$ cat src/rtl/charset_string_counter_unit_defines.svh
// ----------------------------------------------------------------------------
// Charset string counter assertion macros
// Shared property forms for the concurrent checks of the counter unit.
// ----------------------------------------------------------------------------
`ifndef CHARSET_STRING_COUNTER_UNIT_DEFINES_SVH
`define CHARSET_STRING_COUNTER_UNIT_DEFINES_SVH

// Same-cycle implication, disabled while reset is held.
`define CSC_ASSERT_IMP(label, clk, rst_n, ante, cons) \
    label: assert property (@(posedge clk) disable iff (!(rst_n)) (ante) |-> (cons)) \
        else $error("csc: same-cycle check failed");

// Next-cycle implication, disabled while reset is held.
`define CSC_ASSERT_NEXT(label, clk, rst_n, ante, cons) \
    label: assert property (@(posedge clk) disable iff (!(rst_n)) (ante) |=> (cons)) \
        else $error("csc: next-cycle check failed");

`endif

$ cat src/rtl/csc_pkg.sv
// ----------------------------------------------------------------------------
// Charset string counter package
// Widths, codes and shared types of the counter unit and its cells.
// ----------------------------------------------------------------------------
`timescale 1ns / 1ps
`default_nettype none

package csc_pkg;

    localparam int unsigned DIGIT_W        = 5;
    localparam int unsigned LEN_W          = 5;
    localparam int unsigned CHAR_W         = 8;
    localparam int unsigned CS_ENTRIES     = 32;
    localparam int unsigned SEEK_W         = 64;
    localparam int unsigned RADIX_W        = 6;
    localparam int unsigned TEXT_CHARS     = 16;
    localparam int unsigned CFG_IDX_W      = 3;
    localparam int unsigned CFG_DATA_W     = 64;
    localparam int unsigned KIND_W         = 2;
    localparam int unsigned IN_TDATA_W     = 72;
    localparam int unsigned OUT_TDATA_W    = 136;

    localparam int unsigned DEF_MAX_CHARS  = 32;
    localparam int unsigned DEF_MAX_DIGITS = 16;

    // Configuration register indexes.
    localparam logic [CFG_IDX_W-1:0] REG_CS_0_7   = 3'd0;
    localparam logic [CFG_IDX_W-1:0] REG_CS_8_15  = 3'd1;
    localparam logic [CFG_IDX_W-1:0] REG_CS_16_23 = 3'd2;
    localparam logic [CFG_IDX_W-1:0] REG_CS_24_31 = 3'd3;
    localparam logic [CFG_IDX_W-1:0] REG_RADIX    = 3'd4;

    // Operation kinds of an input item.
    localparam logic [KIND_W-1:0] KIND_INC  = 2'd0;
    localparam logic [KIND_W-1:0] KIND_ZERO = 2'd1;
    localparam logic [KIND_W-1:0] KIND_SEEK = 2'd2;
    localparam logic [KIND_W-1:0] KIND_NOP  = 2'd3;

    typedef enum logic [2:0] {
        CELL_HOLD    = 3'd0,
        CELL_INC     = 3'd1,
        CELL_ZERO    = 3'd2,
        CELL_SCRATCH = 3'd3,
        CELL_COMMIT  = 3'd4
    } t_cell_op;

    typedef logic [CS_ENTRIES-1:0][CHAR_W-1:0] t_charset;

    // Broadcast control for the row of digit cells.
    typedef struct packed {
        t_cell_op             op;
        logic [LEN_W-1:0]     len;
        logic [LEN_W-1:0]     bound;
        logic [DIGIT_W-1:0]   digit;
        logic [DIGIT_W-1:0]   top;
    } t_cell_ctrl;

endpackage

`default_nettype wire

$ cat src/rtl/csc_cell.sv
// ----------------------------------------------------------------------------
// Digit cell
// Holds one digit and one seek scratch digit; passes the roll-over carry on.
// ----------------------------------------------------------------------------
`timescale 1ns / 1ps
`default_nettype none

module csc_cell
    import csc_pkg::*;
#(
    parameter int unsigned IDX = 0
) (
    input  wire logic                i_clk,
    input  wire logic                i_rst_n,
    input  wire t_cell_ctrl          i_ctrl,
    input  wire t_charset            i_charset,
    input  wire logic                i_carry,
    output logic                     o_carry,
    output logic                     o_grow,
    output logic [CHAR_W-1:0]        o_char
);

    localparam logic [LEN_W-1:0] IDX_L = LEN_W'(IDX);

    logic [DIGIT_W-1:0] r_digit, n_digit;
    logic [DIGIT_W-1:0] r_scratch, n_scratch;
    logic               active;
    logic               at_len;
    logic               at_top;

    assign active  = IDX_L < i_ctrl.len;
    assign at_len  = IDX_L == i_ctrl.len;
    assign at_top  = r_digit >= i_ctrl.top;
    assign o_carry = i_carry & active & at_top;
    assign o_grow  = i_carry & at_len;
    assign o_char  = active ? i_charset[r_digit] : '0;

    always_comb begin
        n_digit   = r_digit;
        n_scratch = r_scratch;
        unique case (i_ctrl.op)
            CELL_HOLD: begin
            end
            CELL_INC: begin
                // Every digit below has rolled: roll this one or bump it.
                if (i_carry) begin
                    if (active) begin
                        n_digit = at_top ? '0 : r_digit + DIGIT_W'(1);
                    end else if (at_len) begin
                        n_digit = '0;
                    end
                end
            end
            CELL_ZERO: begin
                if (IDX_L < i_ctrl.bound) begin
                    n_digit = '0;
                end
            end
            CELL_SCRATCH: begin
                if (IDX_L == i_ctrl.bound) begin
                    n_scratch = i_ctrl.digit;
                end
            end
            CELL_COMMIT: begin
                if (IDX_L < i_ctrl.bound) begin
                    n_digit = r_scratch;
                end
            end
            default: begin
            end
        endcase
    end

    always_ff @(posedge i_clk) begin
        if (!i_rst_n) begin
            r_digit <= '0;
        end else begin
            r_digit <= n_digit;
        end
    end

    always_ff @(posedge i_clk) begin
        r_scratch <= n_scratch;
    end

endmodule

`default_nettype wire

$ cat src/rtl/csc_div.sv
// ----------------------------------------------------------------------------
// Seek divider
// Restoring divider of the seek value by the radix, one quotient bit a cycle.
// ----------------------------------------------------------------------------
`timescale 1ns / 1ps
`default_nettype none

module csc_div
    import csc_pkg::*;
(
    input  wire logic                i_clk,
    input  wire logic                i_rst_n,
    input  wire logic                i_start,
    input  wire logic [SEEK_W-1:0]   i_dividend,
    input  wire logic [RADIX_W-1:0]  i_divisor,
    output logic                     o_busy,
    output logic                     o_done,
    output logic [SEEK_W-1:0]        o_quotient,
    output logic [DIGIT_W-1:0]       o_remainder
);

    localparam int unsigned        CNT_W = $clog2(SEEK_W);
    localparam logic [CNT_W-1:0]   LAST  = CNT_W'(SEEK_W - 1);

    logic [SEEK_W-1:0]  r_quo;
    logic [DIGIT_W-1:0] r_rem;
    logic [CNT_W-1:0]   r_cnt;
    logic               r_busy;
    logic               r_done;
    logic [RADIX_W-1:0] trial;
    logic               fits;

    assign trial = {r_rem, r_quo[SEEK_W-1]};
    assign fits  = trial >= i_divisor;

    always_ff @(posedge i_clk) begin
        if (!i_rst_n) begin
            r_busy <= 1'b0;
            r_done <= 1'b0;
            r_cnt  <= '0;
        end else begin
            r_done <= 1'b0;
            if (i_start) begin
                r_busy <= 1'b1;
                r_cnt  <= '0;
            end else if (r_busy) begin
                r_cnt <= r_cnt + CNT_W'(1);
                if (r_cnt == LAST) begin
                    r_busy <= 1'b0;
                    r_done <= 1'b1;
                end
            end
        end
    end

    always_ff @(posedge i_clk) begin
        if (i_start) begin
            r_quo <= i_dividend;
            r_rem <= '0;
        end else if (r_busy) begin
            r_quo <= {r_quo[SEEK_W-2:0], fits};
            r_rem <= fits ? DIGIT_W'(trial - i_divisor) : DIGIT_W'(trial);
        end
    end

    assign o_busy      = r_busy;
    assign o_done      = r_done;
    assign o_quotient  = r_quo;
    assign o_remainder = r_rem;

endmodule

`default_nettype wire

$ cat src/rtl/charset_string_counter_unit.sv
// Increment, zero and no-op: the result is registered in r_pend and then in
//   the result register; one item per cycle while the result side keeps up.
// Seek: one pass of the restoring divider, one quotient bit a cycle, per
//   produced digit; one seek at a time.
// Reset is synchronous and active low: empty string, all digits zero, the
//   character set zero and the radix one. No clearing pass is needed.
// ----------------------------------------------------------------------------
// Charset string counter unit
// Bijective base-N candidate string generator built as a row of digit cells.
// ----------------------------------------------------------------------------
`timescale 1ns / 1ps
`default_nettype none

`include "charset_string_counter_unit_defines.svh"

module charset_string_counter_unit
    import csc_pkg::*;
#(
    parameter int unsigned MAX_CHARS  = DEF_MAX_CHARS,
    parameter int unsigned MAX_DIGITS = DEF_MAX_DIGITS
) (
    input  wire logic                    i_clk,
    input  wire logic                    i_rst_n,
    // Input items.
    input  wire logic                    i_s_axis_tvalid,
    output logic                         o_s_axis_tready,
    // tdata, from bit 0: digit_count (5), index (64), zero padding (3).
    input  wire logic [IN_TDATA_W-1:0]   i_s_axis_tdata,
    // tuser: kind (2).
    input  wire logic [KIND_W-1:0]       i_s_axis_tuser,
    // Result items.
    output logic                         o_m_axis_tvalid,
    input  wire logic                    i_m_axis_tready,
    // tdata, from bit 0: text_low (64), text_high (64), text_length (5),
    // zero padding (3).
    output logic [OUT_TDATA_W-1:0]       o_m_axis_tdata,
    // tuser: overflowed (1).
    output logic [0:0]                   o_m_axis_tuser,
    // Configuration writes.
    input  wire logic                    i_cfg_valid,
    output logic                         o_cfg_ready,
    input  wire logic [CFG_IDX_W-1:0]    i_cfg_index,
    input  wire logic [CFG_DATA_W-1:0]   i_cfg_data
);

    // The counter state is spread over a row of MAX_DIGITS cells, digit 0 in
    // the first. An increment runs as a carry down the row: a cell passes the
    // carry on only when it is in use and at the top of the set, so the first
    // cell that cannot roll takes the increment and the cell just past the
    // string picks up a new first character when every digit rolled.
    localparam logic [RADIX_W-1:0] RADIX_MAX = RADIX_W'(MAX_CHARS);
    localparam logic [LEN_W-1:0]   LEN_MAX   = LEN_W'(MAX_DIGITS);

    typedef enum logic [2:0] {
        ST_IDLE = 3'b001,
        ST_STEP = 3'b010,
        ST_WAIT = 3'b100
    } t_state;

    // Configuration registers.
    t_charset             r_charset;
    logic [RADIX_W-1:0]   r_radix;

    // Control and sequencing.
    t_state               r_state, n_state;
    logic [LEN_W-1:0]     r_len, n_len;
    logic [SEEK_W-1:0]    r_seek_n, n_seek_n;
    logic [LEN_W-1:0]     r_slen, n_slen;
    logic                 r_pend;
    logic                 r_pend_ovf;

    // Result register.
    logic                   r_m_valid;
    logic [OUT_TDATA_W-1:0] r_m_data;
    logic                   r_m_ovf;

    logic [RADIX_W-1:0]   eff_radix;
    logic [DIGIT_W-1:0]   top_digit;
    logic [KIND_W-1:0]    in_kind;
    logic [LEN_W-1:0]     in_count;
    logic [SEEK_W-1:0]    in_index;
    logic                 s_accept;
    logic                 out_free;
    logic                 pend_set;
    logic                 pend_ovf;
    logic                 div_start;
    logic                 div_busy;
    logic                 div_done;
    logic [SEEK_W-1:0]    div_quo;
    logic [DIGIT_W-1:0]   div_rem;
    t_cell_ctrl           ctrl;

    logic [MAX_DIGITS:0]                   carry;
    logic [MAX_DIGITS-1:0]                 grow;
    logic [TEXT_CHARS-1:0][CHAR_W-1:0]     text;
    logic                                  inc_ovf;
    logic                                  inc_grow;

    // A radix of zero counts as one, anything above the set size saturates.
    always_comb begin
        if (r_radix == '0) begin
            eff_radix = RADIX_W'(1);
        end else if (r_radix > RADIX_MAX) begin
            eff_radix = RADIX_MAX;
        end else begin
            eff_radix = r_radix;
        end
    end
    assign top_digit = DIGIT_W'(eff_radix - RADIX_W'(1));

    assign in_count = i_s_axis_tdata[LEN_W-1:0];
    assign in_index = i_s_axis_tdata[LEN_W +: SEEK_W];
    assign in_kind  = i_s_axis_tuser;

    // A finished result waits in r_pend until the output register is free;
    // a new item may enter in the same cycle that result moves out.
    assign out_free        = !r_m_valid || i_m_axis_tready;
    assign o_s_axis_tready = (r_state == ST_IDLE) && (!r_pend || out_free);
    assign s_accept        = i_s_axis_tvalid && o_s_axis_tready;
    assign o_cfg_ready     = 1'b1;

    // Row of digit cells; text bytes past the row read as zero.
    assign carry[0] = 1'b1;
    for (genvar g = 0; g < TEXT_CHARS; g++) begin : g_lane
        if (g < MAX_DIGITS) begin : g_cell
            csc_cell #(
                .IDX (g)
            ) u_cell (
                .i_clk     (i_clk),
                .i_rst_n   (i_rst_n),
                .i_ctrl    (ctrl),
                .i_charset (r_charset),
                .i_carry   (carry[g]),
                .o_carry   (carry[g+1]),
                .o_grow    (grow[g]),
                .o_char    (text[g])
            );
        end else begin : g_blank
            assign text[g] = '0;
        end
    end

    // A carry out of the last cell means a full string of top digits at the
    // maximum length: the increment overflows and nothing changes.
    assign inc_ovf  = carry[MAX_DIGITS];
    assign inc_grow = |grow;

    csc_div u_div (
        .i_clk       (i_clk),
        .i_rst_n     (i_rst_n),
        .i_start     (div_start),
        .i_dividend  (r_seek_n - SEEK_W'(1)),
        .i_divisor   (eff_radix),
        .o_busy      (div_busy),
        .o_done      (div_done),
        .o_quotient  (div_quo),
        .o_remainder (div_rem)
    );

    // Sequencer. A seek peels one digit per pass: subtract one, divide by
    // the radix, park the remainder in the scratch of the cell at the
    // current seek length. Only when the value runs out within MAX_DIGITS
    // are the scratch digits copied into the string, so an overflowing seek
    // leaves the string as it was.
    always_comb begin
        n_state    = r_state;
        n_len      = r_len;
        n_seek_n   = r_seek_n;
        n_slen     = r_slen;
        pend_set   = 1'b0;
        pend_ovf   = 1'b0;
        div_start  = 1'b0;
        ctrl.op    = CELL_HOLD;
        ctrl.len   = r_len;
        ctrl.bound = '0;
        ctrl.digit = div_rem;
        ctrl.top   = top_digit;
        unique case (r_state)
            ST_IDLE: begin
                if (s_accept) begin
                    unique case (in_kind)
                        KIND_INC: begin
                            pend_set = 1'b1;
                            if (inc_ovf) begin
                                pend_ovf = 1'b1;
                            end else begin
                                ctrl.op = CELL_INC;
                                if (inc_grow) begin
                                    n_len = r_len + LEN_W'(1);
                                end
                            end
                        end
                        KIND_ZERO: begin
                            pend_set = 1'b1;
                            if (in_count > LEN_MAX) begin
                                pend_ovf = 1'b1;
                            end else begin
                                ctrl.op    = CELL_ZERO;
                                ctrl.bound = in_count;
                                n_len      = in_count;
                            end
                        end
                        KIND_SEEK: begin
                            n_seek_n = in_index;
                            n_slen   = '0;
                            n_state  = ST_STEP;
                        end
                        default: begin
                            pend_set = 1'b1;
                        end
                    endcase
                end
            end
            ST_STEP: begin
                if (r_seek_n == '0 || r_slen == LEN_MAX) begin
                    pend_set = 1'b1;
                    n_state  = ST_IDLE;
                    if (r_seek_n != '0) begin
                        pend_ovf = 1'b1;
                    end else begin
                        ctrl.op    = CELL_COMMIT;
                        ctrl.bound = r_slen;
                        n_len      = r_slen;
                    end
                end else begin
                    div_start = 1'b1;
                    n_state   = ST_WAIT;
                end
            end
            ST_WAIT: begin
                if (div_done) begin
                    ctrl.op    = CELL_SCRATCH;
                    ctrl.bound = r_slen;
                    n_seek_n   = div_quo;
                    n_slen     = r_slen + LEN_W'(1);
                    n_state    = ST_STEP;
                end
            end
            default: begin
                n_state = ST_IDLE;
            end
        endcase
    end

    // Configuration writes; indexes past the radix are ignored.
    always_ff @(posedge i_clk) begin
        if (!i_rst_n) begin
            r_charset <= '0;
            r_radix   <= RADIX_W'(1);
        end else if (i_cfg_valid && o_cfg_ready) begin
            unique case (i_cfg_index)
                REG_CS_0_7:   r_charset[7:0]   <= i_cfg_data;
                REG_CS_8_15:  r_charset[15:8]  <= i_cfg_data;
                REG_CS_16_23: r_charset[23:16] <= i_cfg_data;
                REG_CS_24_31: r_charset[31:24] <= i_cfg_data;
                REG_RADIX:    r_radix          <= i_cfg_data[RADIX_W-1:0];
                default: begin
                end
            endcase
        end
    end

    always_ff @(posedge i_clk) begin
        if (!i_rst_n) begin
            r_state   <= ST_IDLE;
            r_len     <= '0;
            r_pend    <= 1'b0;
            r_m_valid <= 1'b0;
        end else begin
            r_state   <= n_state;
            r_len     <= n_len;
            r_pend    <= pend_set || (r_pend && !out_free);
            r_m_valid <= (r_pend && out_free) || (r_m_valid && !i_m_axis_tready);
        end
    end

    // Payload registers.
    always_ff @(posedge i_clk) begin
        r_seek_n <= n_seek_n;
        r_slen   <= n_slen;
        if (pend_set) begin
            r_pend_ovf <= pend_ovf;
        end
        // The cells still hold the string of the pending result here, even
        // when a new item is taken in the same cycle.
        if (r_pend && out_free) begin
            r_m_data <= {3'b000, r_len, text};
            r_m_ovf  <= r_pend_ovf;
        end
    end

    assign o_m_axis_tvalid   = r_m_valid;
    assign o_m_axis_tdata    = r_m_data;
    assign o_m_axis_tuser[0] = r_m_ovf;

    // The string never grows past the row of cells.
    `CSC_ASSERT_IMP(a_len_in_range, i_clk, i_rst_n, 1'b1, r_len <= LEN_MAX)
    // The divider only runs while the sequencer waits on it.
    `CSC_ASSERT_IMP(a_div_in_wait, i_clk, i_rst_n, div_busy, r_state == ST_WAIT)
    // No result may be pending while a seek is under way.
    `CSC_ASSERT_IMP(a_no_pend_in_seek, i_clk, i_rst_n, r_state != ST_IDLE, !r_pend)
    // An accepted seek starts with an empty scratch string.
    `CSC_ASSERT_NEXT(a_seek_starts, i_clk, i_rst_n, s_accept && in_kind == KIND_SEEK,
                     r_state == ST_STEP && r_slen == '0)

endmodule

`default_nettype wire
$ cat config.mk
export PLATFORM = sky130hd
export DESIGN_NAME = charset_string_counter_unit
export DESIGN_NICKNAME = d
export VERILOG_FILES = /design/src/rtl/csc_pkg.sv /design/src/rtl/csc_cell.sv /design/src/rtl/csc_div.sv /design/src/rtl/charset_string_counter_unit.sv
export VERILOG_INCLUDE_DIRS = /design/src /design/src/rtl
export SDC_FILE = /design/constraint.sdc
export NUM_CORES = 2
export LEC_CHECK = 0
export BUFFER_PORTS_ARGS = -buffer_cell sky130_fd_sc_hd__buf_2
export CELL_PAD_IN_SITES_DETAIL_PLACEMENT = 1
export CELL_PAD_IN_SITES_GLOBAL_PLACEMENT = 2
export CORE_ASPECT_RATIO = 1.25
export CORE_MARGIN = 1.5
export CORE_UTILIZATION = 48
export CTS_CLUSTER_SIZE = 30
export DETAILED_ROUTE_END_ITERATION = 7
export PLACE_DENSITY = 0.9
export SYNTH_ARGS = -nofsm -noshare
export SYNTH_HDL_FRONTEND = slang
export SYNTH_HIERARCHICAL = 1
export SYNTH_SLANG_ARGS = --single-unit
export TNS_END_PERCENT = 50
$ cat constraint.sdc
create_clock -name i_clk -period 35.9 [get_ports i_clk]
set_clock_uncertainty 0.2 [all_clocks]
set_input_delay 8.975 -clock i_clk [delete_from_list [all_inputs] [get_ports i_clk]]
set_output_delay 8.975 -clock i_clk [all_outputs]
set_load 0.05 [all_outputs]
==> results by group <==
Die
  – # IOs: 286
  – DIE HEIGHT: 417 um
  – Starting Density: 48.4%
  – Row count: 151
  – Total Die Area: 0.139 sq mm
  – Die width: 334 um
  – CORE AREA: 0.136 sq mm

Power and ir drop
  – Sw frac: 28.0%
  – PD cells: 28.5 mW/mm^2
  – Flop pwr share: 44.5%
  – Clock network power share: 43.4%
  – Static leakage: 22.8 nW
  – Net Switching: 0.570 mW
  – Combinational Power Share: 12.1%
  – Internal power: 1.46 mW
  – Max rail drop VDD: 0.0379 mV

Drt
  – Via count: 61889
  – DRT Pass-1 Iters: 8
  – Wirelength, routed: 316 mm
  – Remaining DRCs: 12
  – Routed WL per cell: 41.9 um
  – Drt via density: 8.21
  – First DRT Iteration DRCs: 10469
  – ANT nets after route: 0

Yosys
  – Syn_area_per_cell: 11.9 sq um
  – Seq/Total Area, Yosys: 27.0%
  – Post-synth EDFFs: 348
  – Post-synth top area cell: mux4_2
  – Predominant post-synthesis flop cell: dfxtp_1
  – Synth Register Bits: 713
  – Largest cells by area after synthesis: mux4_2 (30%), edfxtp_1 (16%), dfxtp_1 (11%), nand2_1 (5.2%), mux4_1 (4.9%)
  – Netlist cell types: 117
  – Synth top area share: 29.8%
  – Yosys warnings: 6
  – Post-Syn Area: 0.0657 sq mm
  – Cell count after synthesis: 5522
  – Share of flip-flops with an asynchronous set or reset: 0%

Worst setup path
  – CP top delay family: simple AND/OR/NAND/NOR gates
  – Most used cell, CP: buf_2
  – Crit-path max FO: 3
  – Worst Setup End Kind: output port
  – Critical-path cell list: buf_2, and3b_1, nor4b_1, buf_2
  – Setup slack, reg-to-reg: 23.41 ns
  – CP max stage cell: nor4b_1
  – Worst Path Required: 26.72 ns
  – Worst path arrival time: 10.16 ns
  – Setup Crit Path Kind: input pin to output port
  – Buffers and inverters on the worst path: 2
  – CP peak stage delay: 0.50 ns
  – CP Launch Type: input pin

STA
  – Worst-Margin Slew: 1.59 ns
  – Fin crit period: 19.34 ns
  – Final hold vios: 0
  – Setup WS post-layout: 16.56 ns
  – Fin crit share: 53.9%
  – Setup repair after global routing missed its margin: no
  – Relative slew slack: -6.33%
  – Count of pins over their slew limit: 54
  – Setup violators final: 0
  – Setup_tns: 0 ns
  – FMAX: 51.7 MHz

Placement
  – Port bufs: 278
  – GPL Wtd Cong: 1.03
  – Detail Placement HPWL: 203 mm
  – Pre-CTS setup slack: 16.58 ns

Clock network
  – H-tree depth: 3
  – Clk slew on worst S/H paths: 0.06 ns
  – TritonCTS clock tree: yes
  – Clk buf depth: 3
  – Clk_lat worst skew: 0.76 ns
  – Total CTS buffers: 80
  – Clock Root Buffer: clkbuf_16
  – Resize count post-CTS: 0
  – Hold Buf Count CTS: 0
  – CTS Sinks: 713
  – Setup bufs post-CTS: 0

Hold path
  – Hold Crit Class: flop to flop

Global routing
  – Total grt overflow: 0
  – Vias in the first global route: 61258
  – Antenna violations before repair: 61
  – First-pass GRT wire length: 449 mm
  – Largest net degree at the start of global routing: 118
  – All-Layer GR Usage: 45.1%

Status
  – Violated checks: design-rule violations, max-capacitance violations, max-slew violations
  – Outcome: finished, violations left

Layout
  – Share of cells above drive strength 1: 31.4%
  – Nets@finish: 5917
  – Area Overhead vs Synth: 8.53%

Job
  – MaxCap Viol Count: 6
==> power by group through the flow <==
stage | registers [mW] | logic [mW] | clock network (mW)
3_3_place_gp | 0.917 | 0.229 | 0
5_1_grt | 0.904 | 0.255 | 0.923
2_1_floorplan | 0.937 | 0.116 | 0
3_5_place_dp | 0.919 | 0.236 | 0
6_report | 0.904 | 0.246 | 0.883
4_1_cts | 0.902 | 0.237 | 0.893
==> flip-flops by register name, summed over array words and instances (netlist names), 6 cells and up <==
name,flops
r_charset,256
o_m_axis_tdata,133
g_lane.g_cell.u_cell/r_digit,80
g_lane.g_cell.u_cell/r_scratch,80
r_seek_n,64
u_div/o_quotient,64
r_radix,6
u_div/r_cnt,6
==> through the flow <==
stage | instance area, sq um | hold WS, ns | instances | util [%] | power, mW
detailed placement | 68400 | 0.206 | 7338 | 50.4 | 1.15
global placement | 68400 | 0.203 | 7338 | 50.4 | 1.15
floorplan | 65700 | 0.200 | 5527 | - | 1.05
global route | 71200 | 0.218 | 7500 | 52.5 | 2.08
finish | 71300 | 0.215 | 7540 | 52.5 | 2.03
CTS | 71100 | 0.217 | 7487 | 52.4 | 2.03
==> kinds of logic (layout without fill, tap and decap cells) <==
logic type | Yosys count | in the layout | synth area share (%)
AO/OA/AOI/OAI | 1245 | 1245 | 14.8
flip-flops | 713 | 713 | 27.0
XOR/XNOR | 89 | 89 | 1.19
other | 2 | 59 | 0.0114
buffers and inverters | 621 | 823 | 5.55
AND/OR/NAND/NOR | 1511 | 1511 | 10.7
multiplexers | 1232 | 1232 | 38.6
adder cells (fa/ha/maj) | 109 | 109 | 2.09
==> layout make-up <==
| type | count | area (sq um) |
|---|---|---|
| repair buffers | 540 | 3370 |
| diodes | 52 | 130 |
| clock buffers | 103 | 2180 |
| clock inverters | 46 | 564 |
| fillers | 14017 | 64400 |
| multi-input cells | 4193 | 44500 |
| inverters | 134 | 503 |
| flip-flops and latches | 713 | 17800 |
| well taps | 1759 | 2200 |
==> layer usage <==
| layer | vias up | wire (um) | global-route usage [%] |
|---|---|---|---|
| met3 | 2220 | 49400 | 25.0 |
| li1 | 23061 | - | - |
| met5 | - | 736 | 1.46 |
| met4 | 64 | 37800 | 40.8 |
| met1 | 30608 | 96500 | 47.5 |
| met2 | 5936 | 131000 | 63.9 |
==> cells in the final DEF, fill, tap and decap left out, types with 70 or more instances in the layout <==
| master | netlist | layout |
|---|---|---|
| nand2_1 | 908 | 905 |
| mux4_2 | 869 | 869 |
| edfxtp_1 | 348 | 348 |
| dfxtp_1 | 365 | 326 |
| buf_2 | 69 | 277 |
| buf_4 | 48 | 262 |
| a21boi_0 | 256 | 256 |
| a22o_1 | 180 | 180 |
| mux2i_1 | 141 | 141 |
| o22ai_1 | 138 | 138 |
| inv_1 | 133 | 133 |
| a221oi_1 | 127 | 126 |
| nor2_1 | 131 | 122 |
| mux4_1 | 122 | 122 |
| ha_1 | 108 | 108 |
| mux2_2 | 92 | 92 |
| a21oi_1 | 88 | 87 |
| clkbuf_16 | 0 | 82 |
| nand3_1 | 80 | 79 |
| o21ai_0 | 72 | 71 |
| a22oi_1 | 70 | 70 |
==> cell usage after synthesis (127+ instances only) <==
master and number:
a21boi_0 256, a221oi_1 127, a22o_1 180, clkbuf_1 205, dfxtp_1 365, edfxtp_1 348, inv_1 133, mux2i_1 141
mux4_2 869, nand2_1 908, nor2_1 131, o22ai_1 138
==> final timing paths <==
kind                        start                                  end  depth (start not counted)
setup / recovery  i_m_axis_tready                      o_s_axis_tready                          4
hold / removal         r_pend_ovf                       o_m_axis_tuser                          0
setup reg to reg       r_radix[1]  g_lane[12].g_cell.u_cell/r_digit[2]                         44
hold reg to reg        r_pend_ovf                       o_m_axis_tuser                          0
Note: power is estimated with default switching activity, not from simulation.
